[src/pfs_pkg.sv]
`timescale 1ns / 1ps
// pfs_pkg: shared constants, codes and types for the page frame free stack
// depends on nothing; imported by every module of the block

package pfs_pkg;

    localparam int POOL_DEPTH   = 4096;
    localparam int FRAME_BYTES  = 4096;

    localparam int FRAME_W      = 40;
    localparam int LEN_W        = 52;
    localparam int KIND_W       = 2;
    localparam int STATUS_W     = 2;
    localparam int FREE_COUNT_W = 13;

    localparam int ADDR_W       = $clog2(POOL_DEPTH);
    localparam int CNT_W        = $clog2(POOL_DEPTH + 1);
    localparam int FRAME_SHIFT  = $clog2(FRAME_BYTES);
    localparam int REMAIN_W     = LEN_W - FRAME_SHIFT + 1;

    // item kinds
    localparam logic [KIND_W-1:0] KIND_REGION = 2'd0;
    localparam logic [KIND_W-1:0] KIND_ALLOC  = 2'd1;
    localparam logic [KIND_W-1:0] KIND_FREE   = 2'd2;

    // result status codes
    localparam logic [STATUS_W-1:0] ST_OK    = 2'd0;
    localparam logic [STATUS_W-1:0] ST_EMPTY = 2'd1;
    localparam logic [STATUS_W-1:0] ST_FULL  = 2'd2;

    // what the step unit hands back to the sequencer
    typedef struct packed {
        logic [CNT_W-1:0]    count_inc;
        logic [CNT_W-1:0]    count_dec;
        logic [FRAME_W-1:0]  cursor_inc;
        logic [REMAIN_W-1:0] remain_dec;
        logic                full;
        logic                empty;
        logic                remain_zero;
    } step_t;

endpackage

[src/pfs_step.sv]
`timescale 1ns / 1ps
// pfs_step: shared step unit for the stack pointer, frame cursor and region countdown
// depends on pfs_pkg; purely combinational

module pfs_step (
    input  logic [pfs_pkg::CNT_W-1:0]    count,
    input  logic [pfs_pkg::FRAME_W-1:0]  cursor,
    input  logic [pfs_pkg::REMAIN_W-1:0] remain,
    output pfs_pkg::step_t               step
);
    import pfs_pkg::*;

    always_comb
    begin
        step.count_inc   = count + CNT_W'(1);
        step.count_dec   = count - CNT_W'(1);
        // frame numbers wrap modulo 2^40
        step.cursor_inc  = cursor + FRAME_W'(1);
        step.remain_dec  = remain - REMAIN_W'(1);
        step.full        = (count == CNT_W'(POOL_DEPTH));
        step.empty       = (count == '0);
        step.remain_zero = (remain == '0);
    end

endmodule

[config.mk]
export PLATFORM = sky130hd
export DESIGN_NAME = pfs_step
export DESIGN_NICKNAME = d
export VERILOG_FILES = /design/src/pfs_pkg.sv /design/src/pfs_step.sv
export SDC_FILE = /design/constraint.sdc
export NUM_CORES = 1
export LEC_CHECK = 0
export BUFFER_PORTS_ARGS = -buffer_cell sky130_fd_sc_hd__buf_2
export CORE_AREA = 2 2 78 80
export DETAILED_ROUTE_END_ITERATION = 6
export DIE_AREA = 0 0 80 82
export PLACE_DENSITY = 0.8
export RECOVER_POWER = 100
export SETUP_SLACK_MARGIN = 0.3
export SLEW_MARGIN = 40
export SYNTH_ARGS = -nofsm -noshare
export SYNTH_HDL_FRONTEND = slang
export SYNTH_SLANG_ARGS = --single-unit
[constraint.sdc]
create_clock -name vclk -period 2.1
set_input_delay 0.105 -clock vclk [all_inputs]
set_output_delay 0.105 -clock vclk [all_outputs]
set_load 0.02 [all_outputs]
==> results.toml <==
[run_status]
status = "finished, violations left"
violations = "setup timing"

[global_routing]
grtUsageTotal = 0.238
antenna_found_initial = 0
overflow = 0
grt_pass1_vias = 2833
grt_max_degree = 10
grt_pass1_wl_mm = 12.9

[logic_synthesis]
synth_nets = 392
post_synth_num_cell_types = 34
seq_area_frac_synth = 0
synth_top_family_by_area = "simple AND/OR/NAND/NOR gates"
synth_adder_area_share = 0.0313
synth_compound_area_frac = 0.0219
synthXorXnorAreaFrac = 0.408
ys_warn_count = 0
synth_area_leader_cell = "xor2_1"
syn_area_mm2 = 0.00200
syn_inst = 293
yosysTopAreaCellShare = 0.219
avgSynthCellArea_um2 = 6.81
synth_area_leaders = "xor2_1, xnor2_1, nand2_1"
synth_mux_area_frac = 0
synth-simple-area-share = 0.503

[setup_path]
crit_chain = "buf_6, or4_4, nor4_4, buf_4, nand4_4, buf_6, o31ai_1, o21ai_1, buf_2"
crit_arrival_ns = 2.14
crit_path_start_kind = "input port"
crit_path_end_kind = "output port"
path_max_fanout = 5
critPathSlowestCell = "or4_4"
crit_required_ns = 2.00
crit_buf_inv = 4
crit_type = "input port to output port"
critical-path-max-stage-delay_ns = 0.57
path_delay_family = "simple AND/OR/NAND/NOR gates"
crit_top_cell = "buf_6"

[final_layout]
clkbuf_count = 0
fillers = 487
final_common_cell = "buf_2"
layoutNonFillerInstCount = 618
design.seq.count = 0
num_antenna_cells = 0
final_area_mm2 = 0.00408
ff_latch_area_um2 = 0
area_growth_pct = 104
drive_above_1_share = 0.473
layout_common_cells = "buf_2, clkbuf_1, buf_4"
nets = 644
fin_util = 0.710

[die]
rows = 28
coreArea_mm2 = 0.00575
die_x_um = 80
io_pins = 204
die_y_um = 82
start_util = 0.347
die-area_mm2 = 0.00656

[timing]
tightestPinTransition_ns = 0.494
hold_viol_final = 0
slew_headroom = 0.668
fmax_ghz = 0.446
setup_viol = 10
tns_ns = -0.370
fin_ws_ns = -0.145
period_share = 1.07
rsz0062_at_grt = "true"
period_minus_slack_ns = 2.24
slew_viol_final = 0

[drt]
dr.pass1.iters = 4
route.detailed.drc = 0
routed_wl_mm = 9.87
antenna_left = 0
vias = 3231
viasPerCell = 5.23
drt_iter0_drc = 87
wl_per_cell_um = 16.0

[placement]
portBuffers = 204
dp_cells = 588
gp_congestion = 0.898
hpwlAfterDp_mm = 6.85
dpl-instance-area_mm2 = 0.00348

[power_and_ir_drop]
p_leak_uw = 0.00181
switchingPower_uw = 433
power.density_mw_per_mm2 = 171
ir_drop_mv = 0.177
p_total_uw = 698
p_int_uw = 265
seq_power_share = 0
p_sw_frac = 0.620
p_clk_frac = 0
combPwrFrac = 1.000

[flow_run]
drv_cap = 0

[worst_hold_path]
hold_path.class = "input port to output port"
## Yosys cell counts (all sizes together)
library cell  count
nand2b            1
nand3            23
nand4            16
or3               6
xor2             50
nor3b             1
inv               9
nor2             27
o41ai             1
and3              9
and2              2
or4               7
and4              5
ha                5
nor3             23
clkbuf            8
o21ai             1
o31ai             4
xnor2            43
buf               1
or3b              1
nand2            31
nor4             14
or2               5
## power groups by stage
stage               clock network (uW)  registers, uW  logic (uW)
floorplan                            0              0         323
global placement                     0              0         622
detailed placement                   0              0         633
CTS                                  0              0         679
global route                         0              0         740
finish                               0              0         698
## path summary, 6_finish.rpt
kind                  startpoint        to  cells past startpoint
worst max-delay path  remain[18]  step[32]                      9
worst min-delay path  remain[33]  step[36]                      3
## kinds of logic after synthesis
| logic type | count (synthesis) |
|---|---|
| xor gates and xnor gates | 93 |
| and+or+nand+nor | 171 |
| AOI/OAI and AO/OA | 6 |
| buffers and inverters | 18 |
| adders and majority gates | 5 |
## layer usage
layer	track usage	share of wire	wire length, um
met3	0.0198	0.068	674
met2	0.474	0.54	5310
met4	0.0305	0.025	246
met5	0	0	0
met1	0.282	0.37	3630
## area by class of cell
cell class / instances / area, um2 / share of cell area
Multi-Input combinational cell: 276 / 2410 / 0.590
Timing Repair Buffer: 258 / 1540 / 0.378
Tap cell: 75 / 93.8 / 0.0230
Inverter: 9 / 35.0 / 0.00859
## metrics by stage
step / hold slack (ns) / worst slack (ns)
after detailed placement: 0.502 / -0.0729
after global routing: 0.509 / -0.138
final: 0.499 / -0.145
after CTS: 0.499 / 0.0105
after global placement: 0.497 / -0.0477
after floorplan: 0.262 / 0.0556
## what timing repair did
| item | CTS | global route |
|---|---|---|
| hold buffers | 0 | 0 |
| buffers inserted | 14 | 15 |
| cloned | 1 | 0 |
| pin swaps | 29 | 33 |
| gates resized for setup | 66 | 44 |
| setup endpoints to repair | 32 | 46 |
Power figures use the tool's default switching activity.
